$ cat src/vc3_pkg.sv
// ----------------------------------------------------------------------------
// vc3_pkg: shared types and constants for vector_cosine_3d
// Beat payloads for both channels and the fixed field widths.
// ----------------------------------------------------------------------------
package vc3_pkg;

	localparam int COORD_BITS    = 32;   // coordinate width, two's complement
	localparam int COS_BITS      = 16;   // cosine field width
	localparam int COS_FRAC_BITS = 14;   // cosine fraction bits, Q1.14
	localparam int DIGIT_BITS    = 8;    // multiplier digit per cell

	typedef struct packed {
		logic signed [COORD_BITS-1:0] a_x;
		logic signed [COORD_BITS-1:0] a_y;
		logic signed [COORD_BITS-1:0] a_z;
		logic signed [COORD_BITS-1:0] b_x;
		logic signed [COORD_BITS-1:0] b_y;
		logic signed [COORD_BITS-1:0] b_z;
	} vec_t;

	typedef struct packed {
		logic signed [COS_BITS-1:0] cosine;
		logic                       degenerate;
	} cos_t;

	// side info that rides along the late pipeline
	typedef struct packed {
		logic dot_neg;
		logic degenerate;
	} side_t;

endpackage

$ cat src/vc3_mul.sv
// ----------------------------------------------------------------------------
// vc3_mul: shift-add multiplier chain
// Unsigned products of LANES operand pairs, one digit of b per cell, each
// cell registered. A valid bit and a tag travel with the operands.
// ----------------------------------------------------------------------------
module vc3_mul #(
	parameter int AW    = 32,
	parameter int BW    = 32,
	parameter int LANES = 1,
	parameter int TAG_W = 1
) (
	input  logic                          clk,
	input  logic                          arst_n,
	input  logic                          en,
	input  logic                          in_vld,
	input  logic [TAG_W-1:0]              in_tag,
	input  logic [LANES-1:0][AW-1:0]      a,
	input  logic [LANES-1:0][BW-1:0]      b,
	output logic                          out_vld,
	output logic [TAG_W-1:0]              out_tag,
	output logic [LANES-1:0][AW+BW-1:0]   p
);

	localparam int DW  = vc3_pkg::DIGIT_BITS;
	localparam int NC  = (BW + DW - 1) / DW;
	localparam int BPW = NC * DW;
	localparam int PW  = AW + BW;

	logic                        vld_q [NC];
	logic [TAG_W-1:0]            tag_q [NC];
	logic [LANES-1:0][AW-1:0]    a_q   [NC];
	logic [LANES-1:0][BPW-1:0]   b_q   [NC];
	logic [LANES-1:0][PW-1:0]    acc_q [NC];

	for (genvar k = 0; k < NC; k++) begin : g_cell
		logic                        vi;
		logic [TAG_W-1:0]            ti;
		logic [LANES-1:0][AW-1:0]    ai;
		logic [LANES-1:0][BPW-1:0]   bi;
		logic [LANES-1:0][PW-1:0]    ci;
		logic [LANES-1:0][PW-1:0]    cn;

		if (k == 0) begin : g_first
			always_comb begin
				vi = in_vld;
				ti = in_tag;
				ai = a;
				for (int l = 0; l < LANES; l++) begin
					bi[l] = BPW'(b[l]);
					ci[l] = '0;
				end
			end
		end else begin : g_next
			always_comb begin
				vi = vld_q[k-1];
				ti = tag_q[k-1];
				ai = a_q[k-1];
				bi = b_q[k-1];
				ci = acc_q[k-1];
			end
		end

		// partial product of this digit, aligned to its weight
		always_comb begin
			for (int l = 0; l < LANES; l++) begin
				cn[l] = ci[l] + (PW'(ai[l] * bi[l][k*DW +: DW]) << (k * DW));
			end
		end

		always_ff @(posedge clk or negedge arst_n) begin
			if (!arst_n) begin
				vld_q[k] <= 1'b0;
			end else if (en) begin
				vld_q[k] <= vi;
			end
		end

		always_ff @(posedge clk) begin
			if (en) begin
				tag_q[k] <= ti;
				a_q[k]   <= ai;
				b_q[k]   <= bi;
				acc_q[k] <= cn;
			end
		end
	end

	assign out_vld = vld_q[NC-1];
	assign out_tag = tag_q[NC-1];
	assign p       = acc_q[NC-1];

endmodule

$ cat config.mk
export PLATFORM = sky130hd
export DESIGN_NAME = vc3_mul
export DESIGN_NICKNAME = d
export VERILOG_FILES = /design/src/vc3_pkg.sv /design/src/vc3_mul.sv
export SDC_FILE = /design/constraint.sdc
export NUM_CORES = 2
export LEC_CHECK = 0
export BUFFER_PORTS_ARGS = -buffer_cell sky130_fd_sc_hd__buf_4
export CAP_MARGIN = 40
export CORE_MARGIN = 2
export CORE_UTILIZATION = 45
export CTS_BUF_LIST = sky130_fd_sc_hd__clkbuf_8 sky130_fd_sc_hd__clkbuf_16
export DETAILED_ROUTE_END_ITERATION = 10
export HOLD_SLACK_MARGIN = 0.08
export SLEW_MARGIN = 25
export SYNTH_ARGS = -nofsm -noshare
export SYNTH_HDL_FRONTEND = slang
export SYNTH_SLANG_ARGS = --single-unit
$ cat constraint.sdc
create_clock -name clk -period 9.52 [get_ports clk]
set_clock_uncertainty 0.2 [all_clocks]
set_input_delay 0.476 -clock clk [delete_from_list [all_inputs] [get_ports clk]]
set_output_delay 0.476 -clock clk [all_outputs]
set_load 0.005 [all_outputs]
==> results.json <==
{
  "status": "complete, no violations",
  "drc": 0,
  "reg2reg_slack_ps": 1390,
  "clk_pin_slew_ps": 60,
  "clockBufferDepth": 3,
  "tritoncts": "done",
  "track_usage": 0.220,
  "dr.first_iter.drc_count": 1720,
  "die_width_um": 330,
  "synth_top_area_frac": 0.303,
  "drive_above_1_share": 0.0561,
  "synthesis.nets": 5899,
  "antenna_left": 0,
  "yosysWarningCount": 0,
  "overflow": 0,
  "rsz0062_at_grt": "no",
  "core_mm2": 0.105,
  "synth_common_cells": "fa_1 (723), inv_1 (711), and2_1 (684)",
  "dr.pass1.iters": 6,
  "slew_headroom": 0.448,
  "fin_crit_sh": 0.854,
  "portBuffers": 134,
  "reg2regPathDepth": 30,
  "tightest_slew_ps": 828,
  "ys_seq_elements": 362,
  "synth_edf_count": 358,
  "cts_resized": 0,
  "vias_per_cell": 5.28,
  "cts.sink_count": 362,
  "final-hold-violation-count": 0,
  "numCtsBuffers": 45,
  "max_freq_ghz": 0.123,
  "worstPathRequired_ps": 9650,
  "cp-end-kind": "register",
  "async_flop_share": 0.0110,
  "grt_pass1_wl_um": 191000,
  "syn_area_mm2": 0.0477,
  "whs_path_depth": 1,
  "die_y_um": 330,
  "arrival_ps": 8260,
  "ys.flop_type": "edfxtp_1",
  "synth_cells": 4753,
  "maxSlewViolCount": 0,
  "die_area_mm2": 0.109,
  "htreeDepth": 2,
  "yosys.cell_types.count": 90,
  "avgSynthCellArea_um2": 10.0,
  "wl_per_cell_um": 18.4,
  "rows": 119,
  "period_needed_ps": 8130,
  "post-cts-setup-buffer-count": 0,
  "grt_pass1_vias": 35600,
  "synth.most_common_cell": "fa_1",
  "synth_area_leaders": "fa_1 (30%), edfxtp_1 (23%), ha_1 (9.3%)",
  "finalNetCount": 6053,
  "post-dp-hpwl_um": 93300,
  "tns_ps": 0,
  "finalSetupViolCount": 0,
  "yosysSeqAreaShare": 0.227,
  "hp-class": "in -> reg",
  "syn_to_final_growth_pct": 10.0,
  "cpPeakStageDelay_ps": 870,
  "num_io_pins": 135,
  "worst_setup_path_start_kind": "register",
  "grt_max_degree": 126,
  "drt_wl_total_um": 116000,
  "crit_type": "reg -> reg",
  "root_buffer": "clkbuf_16",
  "gp_congestion": 0.906,
  "routed-via-count": 33400,
  "clock_latency_ps": 630,
  "cp_max_fo": 19,
  "start_util": 0.453,
  "antenna_found_initial": 0,
  "maxCapViolCount": 0,
  "synth.largest_area_cell": "fa_1",
  "crit_slowest_cell": "edfxtp_1"
}
==> metal layers <==
layer,vias to the layer above,share of wire,track usage
li1,15800,-,-
met1,16800,0.46,0.302
met2,643,0.48,0.376
met3,162,0.036,0.0226
met4,0,0.024,0.0538
met5,-,0,0
==> critical path, delay by kind of cell, from the launching register on <==
| family | cells | cell delay (ps) |
|---|---|---|
| xor+xnor | 2 | 240 |
| fa+ha+maj | 6 | 2620 |
| buf+inv | 3 | 130 |
| flops | 1 | 870 |
| simple gates | 7 | 1330 |
| compound gates | 12 | 2430 |
==> flip-flops by register name, summed over array words and instances, names as in the netlist <==
signal,count
tag_q,4
a_q,96
g_cell.vi,3
b_q,48
acc_q,210
out_vld,1
==> cells in the final DEF (no fill, tap or decap), types with 127 or more instances in the layout <==
cell,synthesis,routed
edfxtp_1,358,358
a21oi_1,238,238
buf_4,0,160
ha_1,354,354
nand2_1,488,488
fa_1,723,723
xnor2_1,153,153
inv_1,711,713
nor2_1,127,127
and2_1,684,684
==> logic make-up after synthesis <==
kind of cell / share of synthesized area
AOI/OAI and AO/OA: 0.0994
adders and majority gates: 0.396
and+or+nand+nor: 0.167
buffers and inverters: 0.0657
DFF: 0.227
muxes: 0.00157
xor gates and xnor gates: 0.0425
==> layout make-up <==
| class | instances | area (um2) |
|---|---|---|
| clock buffer | 45 | 1130 |
| inverter | 711 | 2670 |
| timing repair buffer | 229 | 1970 |
| sequential | 362 | 10900 |
| clock inverter | 36 | 424 |
| fill | 9769 | 52700 |
| multi-input combinational | 3558 | 33700 |
| antenna | 1 | 2.50 |
| tap | 1391 | 1740 |
==> per-stage QoR <==
step / utilization / std cells / instance area [um2] / hold slack [ps] / setup WS (ps)
global placement: 0.477 / 6184 / 50200 / 73.3 / 1330
detailed placement: 0.478 / 6188 / 50300 / 74.5 / 1230
CTS: 0.498 / 6329 / 52500 / 176 / 1180
global route: 0.499 / 6332 / 52500 / 212 / 715
floorplan: - / 4753 / 47700 / -19.6 / 2330
finish: 0.499 / 6333 / 52500 / 176 / 1390
==> final timing paths <==
path,start,end
min reg2reg,b_q[0][22],b_q[1][22]
min in group asynchronous,arst_n,g_cell[1].vi
max,b_q[0][14],acc_q[1][46]
min,en,acc_q[0][0]
max in group asynchronous,arst_n,g_cell[3].vi
max reg2reg,b_q[0][14],acc_q[1][46]
==> what timing repair did <==
item | in CTS | in global routing
hold buffers | 60 | 0
hold endpoints to repair | 63 | 0
setup endpoints to repair | 0 | 0
Power is left out: the tool's default activity adds up to more than one toggle a clock period on the data nets, which glitch-free logic cannot reach.
